`config.mk`:
```
export PLATFORM = sky130hd
export DESIGN_NAME = row_euclidean_norm
export DESIGN_NICKNAME = d
export VERILOG_FILES = /design/src/hdl/rwn_pkg.sv /design/src/hdl/rwn_front.sv /design/src/hdl/rwn_queue.sv /design/src/hdl/rwn_sqrt.sv /design/src/hdl/row_euclidean_norm.sv
export SDC_FILE = /design/constraint.sdc
export NUM_CORES = 1
export LEC_CHECK = 0
export CAP_MARGIN = 20
export CORE_ASPECT_RATIO = 0.5
export CORE_MARGIN = 10
export CORE_UTILIZATION = 35
export CTS_CLUSTER_SIZE = 10
export DETAILED_ROUTE_END_ITERATION = 6
export DONT_BUFFER_PORTS = 1
export PLACE_DENSITY = 0.52
export SKIP_LAST_GASP = 1
export SLEW_MARGIN = 20
export SYNTH_ARGS = -nofsm -noshare
export SYNTH_HDL_FRONTEND = slang
export SYNTH_SLANG_ARGS = --single-unit
```
`constraint.sdc`:
```
create_clock -name clk -period 10.7 [get_ports clk]
set_input_delay 2.14 -clock clk [delete_from_list [all_inputs] [get_ports clk]]
set_output_delay 2.14 -clock clk [all_outputs]
set_load 0.05 [all_outputs]
```
`src/hdl/rwn_pkg.sv`:
```
// Shared constants for the row Euclidean norm block.
package rwn_pkg;

  localparam int ELEM_WIDTH_DEF = 16;
  localparam int ACC_WIDTH_DEF  = 48;
  localparam int LEN_WIDTH      = 24;

endpackage

```
`src/hdl/rwn_front.sv`:
```
// Front end: square each element and accumulate the row's sum of squares.
module rwn_front #(
  parameter int ELEM_WIDTH = 16,
  parameter int ACC_WIDTH  = 48
) (
  input  logic                 clk,
  input  logic                 rst,
  input  logic                 in_valid,
  output logic                 in_ready,
  input  logic [ELEM_WIDTH-1:0] element,
  input  logic                 last_in_row,
  output logic                 push_valid,
  input  logic                 push_ready,
  output logic [ACC_WIDTH:0]   push_data
);

  localparam int SQ_W  = 2 * ELEM_WIDTH;
  localparam int SUM_W = ((ACC_WIDTH > SQ_W) ? ACC_WIDTH : SQ_W) + 1;

  logic [ELEM_WIDTH-1:0] mag;
  logic                  sq_valid;
  logic                  sq_last;
  logic [SQ_W-1:0]       sq;
  logic [ACC_WIDTH-1:0]  square_sum;
  logic                  overflowed;
  logic                  advance;
  logic [SUM_W-1:0]      sum_wide;
  logic                  sum_ovf;
  logic [ACC_WIDTH-1:0]  sum_next;
  logic                  overflowed_next;

  // Magnitude of the most negative code wraps to 2^(ELEM_WIDTH-1), read unsigned.
  assign mag = element[ELEM_WIDTH-1] ? (~element + ELEM_WIDTH'(1)) : element;

  assign advance  = sq_valid && (!sq_last || push_ready);
  assign in_ready = !sq_valid || advance;

  assign sum_wide = SUM_W'(square_sum) + SUM_W'(sq);
  assign sum_ovf  = (sum_wide >> ACC_WIDTH) != '0;
  assign sum_next = sum_ovf ? '1 : sum_wide[ACC_WIDTH-1:0];
  assign overflowed_next = overflowed | sum_ovf;

  assign push_valid = sq_valid && sq_last;
  assign push_data  = {overflowed_next, sum_next};

  always_ff @(posedge clk) begin
    if (rst) begin
      sq_valid   <= 1'b0;
      square_sum <= '0;
      overflowed <= 1'b0;
    end else begin
      if (in_ready) begin
        sq_valid <= in_valid;
      end
      if (advance) begin
        // Clear the sum at the row end; the finished sum goes to the queue.
        if (sq_last) begin
          square_sum <= '0;
          overflowed <= 1'b0;
        end else begin
          square_sum <= sum_next;
          overflowed <= overflowed_next;
        end
      end
    end
  end

  always_ff @(posedge clk) begin
    if (in_ready && in_valid) begin
      sq      <= SQ_W'(mag) * SQ_W'(mag);
      sq_last <= last_in_row;
    end
  end

endmodule

```
`src/hdl/rwn_queue.sv`:
```
// Two-entry queue between the accumulator and the square-root unit.
module rwn_queue #(
  parameter int WIDTH = 49
) (
  input  logic             clk,
  input  logic             rst,
  input  logic             wr_valid,
  output logic             wr_ready,
  input  logic [WIDTH-1:0] wr_data,
  output logic             rd_valid,
  input  logic             rd_ready,
  output logic [WIDTH-1:0] rd_data
);

  logic [WIDTH-1:0] mem [2];
  logic             wr_ptr;
  logic             rd_ptr;
  logic [1:0]       count;
  logic             do_wr;
  logic             do_rd;

  assign wr_ready = count != 2'd2;
  assign rd_valid = count != 2'd0;
  assign rd_data  = mem[rd_ptr];
  assign do_wr    = wr_valid && wr_ready;
  assign do_rd    = rd_valid && rd_ready;

  always_ff @(posedge clk) begin
    if (rst) begin
      wr_ptr <= 1'b0;
      rd_ptr <= 1'b0;
      count  <= 2'd0;
    end else begin
      if (do_wr) begin
        wr_ptr <= ~wr_ptr;
      end
      if (do_rd) begin
        rd_ptr <= ~rd_ptr;
      end
      if (do_wr && !do_rd) begin
        count <= count + 2'd1;
      end else if (do_rd && !do_wr) begin
        count <= count - 2'd1;
      end
    end
  end

  always_ff @(posedge clk) begin
    if (do_wr) begin
      mem[wr_ptr] <= wr_data;
    end
  end

endmodule

```
`src/hdl/rwn_sqrt.sv`:
```
// Back end: bit-serial floor sqrt, one root bit per unstalled cycle, result register.
module rwn_sqrt #(
  parameter int ACC_WIDTH = 48
) (
  input  logic                         clk,
  input  logic                         rst,
  input  logic                         pop_valid,
  output logic                         pop_ready,
  input  logic [ACC_WIDTH:0]           pop_data,
  output logic                         res_valid,
  input  logic                         res_ready,
  output logic [rwn_pkg::LEN_WIDTH-1:0] row_length,
  output logic                         saturated
);
  import rwn_pkg::*;

  localparam int NBITS = (ACC_WIDTH + 1) / 2;
  localparam int RW    = 2 * NBITS;
  localparam int REM_W = NBITS + 2;
  localparam int CW    = $clog2(NBITS);
  localparam int RXW   = (NBITS > LEN_WIDTH) ? NBITS : LEN_WIDTH;

  logic             busy;
  logic [CW-1:0]    cnt;
  logic [RW-1:0]    val;
  logic [REM_W-1:0] rem;
  logic [NBITS-1:0] root;
  logic             ovf;
  logic [REM_W-1:0] rem_t;
  logic [REM_W-1:0] trial;
  logic             ge;
  logic [NBITS-1:0] root_n;
  logic             last_step;
  logic             out_free;
  logic [RXW:0]     root_ext;
  logic             too_wide;

  // Bring down two bits, try subtracting 4*root+1.
  assign rem_t  = {rem[REM_W-3:0], val[RW-1:RW-2]};
  assign trial  = {root, 2'b01};
  assign ge     = rem_t >= trial;
  assign root_n = {root[NBITS-2:0], ge};

  assign last_step = cnt == CW'(NBITS - 1);
  assign out_free  = !res_valid || res_ready;
  assign pop_ready = !busy;

  assign root_ext = (RXW + 1)'(root_n);
  assign too_wide = root_ext[RXW:LEN_WIDTH] != '0;

  always_ff @(posedge clk) begin
    if (rst) begin
      busy      <= 1'b0;
      res_valid <= 1'b0;
    end else begin
      if (busy && last_step && out_free) begin
        busy      <= 1'b0;
        res_valid <= 1'b1;
      end else begin
        if (res_ready) begin
          res_valid <= 1'b0;
        end
        if (!busy) begin
          busy <= pop_valid;
        end
      end
    end
  end

  always_ff @(posedge clk) begin
    if (!busy) begin
      val  <= RW'(pop_data[ACC_WIDTH-1:0]);
      ovf  <= pop_data[ACC_WIDTH];
      rem  <= '0;
      root <= '0;
      cnt  <= '0;
    end else if (!last_step) begin
      val  <= {val[RW-3:0], 2'b00};
      rem  <= ge ? (rem_t - trial) : rem_t;
      root <= root_n;
      cnt  <= cnt + CW'(1);
    end else if (out_free) begin
      row_length <= too_wide ? '1 : root_ext[LEN_WIDTH-1:0];
      saturated  <= ovf | too_wide;
    end
  end

endmodule

```
`src/hdl/row_euclidean_norm.sv`:
```
// Top level of the row Euclidean norm block.
//
// Slave stream: one matrix element per beat. s_tdata carries the signed
// element (two's complement, low ELEM_WIDTH bits, zero padded to bytes);
// s_tlast marks the last element of a row.
// Master stream: one beat per row. m_tdata[23:0] is floor(sqrt(sum of
// squares of the row)); m_tuser[0] is set when the sum clamped at
// 2^ACC_WIDTH-1 or the length clamped at 2^24-1.
// Elements are taken one per cycle while s_tready is high. The front
// squares each element and adds it into the row accumulator; a finished
// row sum enters a two-entry queue. The back computes the root one bit
// per cycle and takes a new row sum only when the last one has gone to
// the result register, so short rows can make the queue fill and
// s_tready drop. Reset (rst, synchronous) clears the accumulator, the
// queue and both valids. When the receiver stalls, the result register
// holds its beat, the root unit holds its final step, the queue fills,
// and then the front drops s_tready.
module row_euclidean_norm #(
  parameter int ELEM_WIDTH = rwn_pkg::ELEM_WIDTH_DEF,
  parameter int ACC_WIDTH  = rwn_pkg::ACC_WIDTH_DEF
) (
  input  logic                                 clk,
  input  logic                                 rst,
  input  logic                                 s_tvalid,
  output logic                                 s_tready,
  input  logic [((ELEM_WIDTH + 7) / 8) * 8 - 1:0] s_tdata,  // element
  input  logic                                 s_tlast,   // last_in_row
  output logic                                 m_tvalid,
  input  logic                                 m_tready,
  output logic [rwn_pkg::LEN_WIDTH-1:0]        m_tdata,   // row_length
  output logic [0:0]                           m_tuser    // saturated
);
  import rwn_pkg::*;

  logic               q_wr_valid;
  logic               q_wr_ready;
  logic [ACC_WIDTH:0] q_wr_data;
  logic               q_rd_valid;
  logic               q_rd_ready;
  logic [ACC_WIDTH:0] q_rd_data;

  // Square and accumulate; hand each row sum plus its clamp flag onward.
  rwn_front #(
    .ELEM_WIDTH (ELEM_WIDTH),
    .ACC_WIDTH  (ACC_WIDTH)
  ) u_front (
    .clk         (clk),
    .rst         (rst),
    .in_valid    (s_tvalid),
    .in_ready    (s_tready),
    .element     (s_tdata[ELEM_WIDTH-1:0]),
    .last_in_row (s_tlast),
    .push_valid  (q_wr_valid),
    .push_ready  (q_wr_ready),
    .push_data   (q_wr_data)
  );

  // Decouple the element stream from the multi-cycle root.
  rwn_queue #(
    .WIDTH (ACC_WIDTH + 1)
  ) u_queue (
    .clk      (clk),
    .rst      (rst),
    .wr_valid (q_wr_valid),
    .wr_ready (q_wr_ready),
    .wr_data  (q_wr_data),
    .rd_valid (q_rd_valid),
    .rd_ready (q_rd_ready),
    .rd_data  (q_rd_data)
  );

  rwn_sqrt #(
    .ACC_WIDTH (ACC_WIDTH)
  ) u_sqrt (
    .clk        (clk),
    .rst        (rst),
    .pop_valid  (q_rd_valid),
    .pop_ready  (q_rd_ready),
    .pop_data   (q_rd_data),
    .res_valid  (m_tvalid),
    .res_ready  (m_tready),
    .row_length (m_tdata),
    .saturated  (m_tuser[0])
  );

endmodule

```
* Word level (Yosys, flattened, before mapping)
Memory sizes are Yosys's and may differ from the RTL's. A register that Yosys moved wholly into a read port is not among the register bits.
Cells that the tools add are included.
** Storage, ports and cells
- Logic and storage cells :: 72
- Memory bits (writable) :: 98
- Output and inout port bits :: 27
- Memories kept :: 1
- Bits of input ports :: 21
- Bits in registers :: 216
** Cells by class
- Add/sub/neg operators :: 6
- Reduce and logical (&&, ||, !) cells :: 23
- Equality and inequality tests :: 3
- Multiply operators :: 1
- Magnitude comparators :: 1
- Mux-type cells :: 16
- Bitwise operators :: 4
** Memory list
- u_queue.mem :: depth 2, width 49, read ports 1, clocked after Yosys merged registers in 1, write ports 1, RTL line rwn_queue.sv:15 : logic [WIDTH-1:0] mem [2];
** Operators by type and width (count)
- $mux 48 :: 4
- $add 48x32->49 :: 1
- $mul 16x16->32 :: 1
- $ge 26x26->1 :: 1
- $mux 24 :: 1
- $sub 24x24->24 :: 1
- $add 16x1->16 const B :: 1
- $mux 16 :: 1
- $not 16->16 :: 1
- $logic_and 1x1->1 :: 9
- $mux 1 :: 8
- $logic_not 1->1 :: 6
- $reduce_bool 2->1 :: 3
- $add 5x1->5 const B :: 1
- $eq 5x5->1 const B :: 1
- $mux 2 :: 2
- $ne 2x2->1 const B :: 2
- $logic_or 1x1->1 :: 3
- $reduce_and 3->1 :: 1
- $add 2x1->2 const B :: 1
- $not 1->1 :: 2
- $reduce_or 2->1 :: 1
- $sub 2x1->2 const B :: 1
- $or 1x1->1 :: 1

* Depth between registers and ports, before layout
- Word-level depth :: 6
- Gate-level depth with buffers :: 33
- Mapped depth without buffers :: 31

* Cells and area by module
Synthesis repeated with hierarchy kept, for this count alone.
** Unflattened totals
- Cell total of the unflattened synthesis :: 2222
- Area, all modules :: 22658.0 um2
** Modules (own cells, without submodules)
- rwn_front :: cells an instance 1450, times used 1, seq. area each 1961.9 um2, area each 12565.8 um2
- rwn_sqrt :: cells an instance 596, times used 1, seq. area each 3323.2 um2, area each 6341.1 um2
- rwn_queue :: cells an instance 176, times used 1, seq. area each 3042.9 um2, area each 3751.1 um2

* Worst setup path after synthesis
OpenSTA, ideal clock, no wires.
- Path kind :: input to register
- From :: in s_tdata[0]
- To :: reg u_front.sq[30] (data pin)
- Setup slack :: 1.075 ns
- Arrival time :: 9.360 ns
- Stages :: 30
- Cell sequence :: clkinv_1 clkbuf_1 ha_1 nand2_1 or4_1 o31a_1 xnor2_1 clkinv_1 nand2_1 inv_1 fa_1 inv_1 fa_1 inv_1 fa_1 fa_1 fa_1 inv_1 fa_1 inv_1 ha_1 and3_1 nor2_1 a31oi_1 o21ai_0 o2111ai_1 nand3_1 and3_1 a41oi_1 nand3_1
** On the way
- Cells in the longest elaborated chain, start to end :: 4
** RTL lines
- from (decl) :: RTL line row_euclidean_norm.sv:26 : input logic [((ELEM_WIDTH + 7) / 8) * 8 - 1:0] s_tdata,
- $not 16->16 :: RTL line rwn_front.sv:33 : assign mag = element[ELEM_WIDTH-1] ? (~element + ELEM_WIDTH'(1)) : element;
- $add 16x1->16 :: RTL line rwn_front.sv:33
- $mux 16 * :: RTL line rwn_front.sv:33
- $mul 16x16->32 * :: RTL line rwn_front.sv:70 : sq <= SQ_W'(mag) * SQ_W'(mag);
- to (signal assigned) :: RTL line rwn_front.sv:70
- to (decl) :: RTL line rwn_front.sv:23 : logic [SQ_W-1:0] sq;
Mark *: on every way between the ends. The rest lies on a longest branch, timed or not.
A chain may end at the register's enable or synchronous reset.

* Final worst setup path
- From :: in s_tdata[1]
- To :: reg u_front.sq[30] (data pin)
The elaborated chain is that of the path after synthesis.

==> out/metrics.csv <==
metric;value;unit
globalRouteTotalUtil;12.7;%
worst_hold_path_type;reg2reg;
cp_slowest_cell;sky130_fd_sc_hd__xor2_1;
summed_negative_setup_slack_over_all_endpoints;0;ns
ant_nets;0;
critical_path.n_buffers_inverters;5;
unrepaired_setup_endpoints_after_global_routing;false;
synthesis_stage_register_bit_count;314;
holdPathEnd;u_sqrt.saturated;
grt_start_max_net_pins;69;
first_global_vias;15002;
critPathLaunchType;input pin;
max_cap_viol_count;0;
cts_tree;yes;
regArea;0.00833;mm²
critical_path.reg2reg.startpoint;u_front.sq[0];
yosys_warnings;0;
synth_largest_area_cell;sky130_fd_sc_hd__edfxtp_1;
synth_top_cells_by_area;sky130_fd_sc_hd__edfxtp_1, sky130_fd_sc_hd__fa_1, sky130_fd_sc_hd__dfxtp_1;
min_delay_path_depth;0;
synth.yosys.seq_area_share;37.8;%
ys.flop_type;sky130_fd_sc_hd__edfxtp_1;
syn_avg_cell_area;10.0;µm²
timing.hold.worst.start;u_sqrt.ovf;
place_hpwl;35500;µm
floorplan.die.height;197;µm
ctsRootBufferMaster;sky130_fd_sc_hd__clkbuf_16;
timing_worst_slew_pin_value;1.02;ns
routedWlPerCell;15.7;µm
port_buffers;0;
finalWeightedCongestion;0.864;
area_delta_synth_final;9.84;%
skew;0.0216;ns
postCtsSetupRepairBufs;0;
grt_first_pass_wirelength;78900;µm
number_of_hold_buffers_added_after_cts;0;
final_common_cell;sky130_fd_sc_hd__inv_1;
hold_violations;0;
cts_made_buffers;39;
floorplan.rows;64;
post_synth_xor_area_fraction;4.42;%
first_iter_violations;781;
synth-edff-count;204;
area_share_of_the_leading_cell_type_in_the_synthesized_netlist;27.8;%
postSynth.asyncResetShare;0;%
nNetsFinal;2535;
timing_max_transition_violations_final;0;
result_of_the_run;completed;
regToRegEndpoint;u_front.square_sum[10];
htreeDepth;2;
clkLatencyLatePin;0.53;ns
yosysUniqueCellTypes;78;
synth_top_family_by_area;adder cells;
initial_core_util;35.7;%
antenna_violations_before_repair;0;
worst_setup_hold_path_clk_slew;0.06;ns
diodes_inserted;0;
cts_buffer_depth;3;
synthAdderAreaFrac;23.9;%
drt-total-wl;47800;µm
period_minus_slack;9.50;ns
synthSimpleGateAreaFrac;11.1;%
post_drt_via_cell_ratio;4.93;
design.die.area;0.0739;mm²
critical_path.top_delay_family;adder cells;
die_width;375;µm
route.detailed.drc;0;
end_kind;flop;
post_layout_instance_count_excluding_filler_cells;3044;
slowest_delay;0.54;ns
dr.pass1.iters;4;
clock_sink_count;314;
global_route.overflow_total;0;
route.vias.total;15014;
timing.critical_path.mode_cell;sky130_fd_sc_hd__fa_1;
dp.cells;2976;
floorplan_core_area;0.0617;mm²
fillCellCount;6127;
layout_common_cells;sky130_fd_sc_hd__inv_1, sky130_fd_sc_hd__nand2_1, sky130_fd_sc_hd__edfxtp_1, sky130_fd_sc_hd__fa_1, sky130_fd_sc_hd__ha_1;
postLayoutCoreUtil;39.2;%
area_fraction_in_compound_gates_after_synthesis;12.8;%
cts_repair_resize_count;0;
finalSetupViolations;0;
netlist_instances;2197;
multi_input_comb_area;0.0123;mm²
max_clock_freq;0.105;GHz
worst_ep_arrival_time;9.76;ns
worst-endpoint-required;10.96;ns
post_synth_instance_area;0.0220;mm²
timing.max_slew.rel_slack;31.9;%
mux_contribution_to_synthesized_area;3.29;%
cp_max_fo;10;
final_layout_size_suffix_gt1_share;5.18;%
layout_worst_path_cycle_share;88.8;%
ios;48;
crit_type;in2reg;
r2r.worst_path.cells;11;
r2r_slack;6.48;ns
==> routing by layer <==
metal	GRT usage, %	routed length [µm]	vias up
li1	-	-	7475
met1	16.8	22600	7301
met2	22.0	22800	176
met3	1.34	1310	62
met4	3.42	1040	0
met5	0	0	-
==> synth_stat cells (7+ instances only) <==
library cell / n
sky130_fd_sc_hd__and2_1: 9
sky130_fd_sc_hd__a21oi_1: 129
sky130_fd_sc_hd__a21o_1: 32
sky130_fd_sc_hd__o21a_1: 16
sky130_fd_sc_hd__xor2_1: 37
sky130_fd_sc_hd__a31oi_1: 16
sky130_fd_sc_hd__fa_1: 165
sky130_fd_sc_hd__o21bai_1: 10
sky130_fd_sc_hd__a211oi_1: 15
sky130_fd_sc_hd__mux2i_1: 69
sky130_fd_sc_hd__edfxtp_1: 204
sky130_fd_sc_hd__and3_1: 16
sky130_fd_sc_hd__nand3_1: 29
sky130_fd_sc_hd__o21ai_0: 123
sky130_fd_sc_hd__or3_1: 8
sky130_fd_sc_hd__o211ai_1: 9
sky130_fd_sc_hd__inv_1: 286
sky130_fd_sc_hd__a31o_2: 7
sky130_fd_sc_hd__dfxtp_1: 110
sky130_fd_sc_hd__xnor2_1: 74
sky130_fd_sc_hd__nor2b_1: 10
sky130_fd_sc_hd__nand2b_1: 11
sky130_fd_sc_hd__nand4_1: 16
sky130_fd_sc_hd__nor3_1: 28
sky130_fd_sc_hd__nand2_1: 258
sky130_fd_sc_hd__a22o_1: 31
sky130_fd_sc_hd__nor2_1: 141
sky130_fd_sc_hd__ha_1: 157
sky130_fd_sc_hd__clkbuf_1: 68
==> through the flow <==
step           worst slack [ns]  instance area [µm²]  hold slack, ns
2_1_floorplan              1.08                22000           0.400
3_3_place_gp              0.857                23000           0.433
3_5_place_dp              0.664                23000           0.420
4_1_cts                    1.21                24200           0.433
5_1_grt                   0.707                24200           0.453
6_report                   1.20                24200           0.442
==> state kept, by name (all words and copies together), names as in the netlist, 2 cells and up, named ones only <==
name and count:
u_front.sq 31, u_front.square_sum 48, u_queue.count 2, u_queue.mem 98, u_sqrt.cnt 5, u_sqrt.rem 24, u_sqrt.root 24, u_sqrt.row_length 24
u_sqrt.val 48
==> worst reg2reg max path: stages, from the launching register on <==
cell and delay (ns):
sky130_fd_sc_hd__edfxtp_1 0.38, sky130_fd_sc_hd__ha_1 0.23, sky130_fd_sc_hd__ha_1 0.24, sky130_fd_sc_hd__a211oi_2 0.30, sky130_fd_sc_hd__o21ai_1 0.16, sky130_fd_sc_hd__a32o_1 0.32
sky130_fd_sc_hd__a221o_1 0.43, sky130_fd_sc_hd__a31o_2 0.33, sky130_fd_sc_hd__a21o_4 0.26, sky130_fd_sc_hd__nand2_2 0.75, sky130_fd_sc_hd__o21ai_0 0.42, sky130_fd_sc_hd__a22o_1 0.30
==> worst max-delay path by stage <==
stage | startpoint | endpoint | slack [ns] | cells after the start
floorplan | s_tdata[0] | u_front.sq[30] | 1.08 | 30
global placement | s_tdata[2] | u_front.sq[30] | 0.86 | 25
detailed placement | s_tdata[1] | u_front.sq[30] | 0.66 | 26
CTS | s_tdata[1] | u_front.sq[31] | 1.21 | 25
global route | s_tdata[2] | u_front.sq[31] | 0.71 | 24
finish | s_tdata[1] | u_front.sq[30] | 1.20 | 26
==> kinds of logic (layout without fill, tap and decap cells) <==
kind of cell,Yosys count,count (layout)
and+or+nand+nor,555,555
muxes,72,72
buffers and inverters,376,389
AOI/OAI and AO/OA,445,445
xor gates and xnor gates,111,111
DFF,314,314
adders and majority gates,322,322
other,2,11
==> cell type report <==
class / count / area share, %
clock buffers: 62 / 4.73
multi-input cells: 1516 / 50.9
repair buffers: 28 / 0.870
well taps: 825 / 4.27
clock inverters: 6 / 0.186
flip-flops and latches: 314 / 34.5
inverters: 293 / 4.55
Power is not shown: default switching activity piles up to over one toggle a cycle in this logic, so the estimate is an artifact.
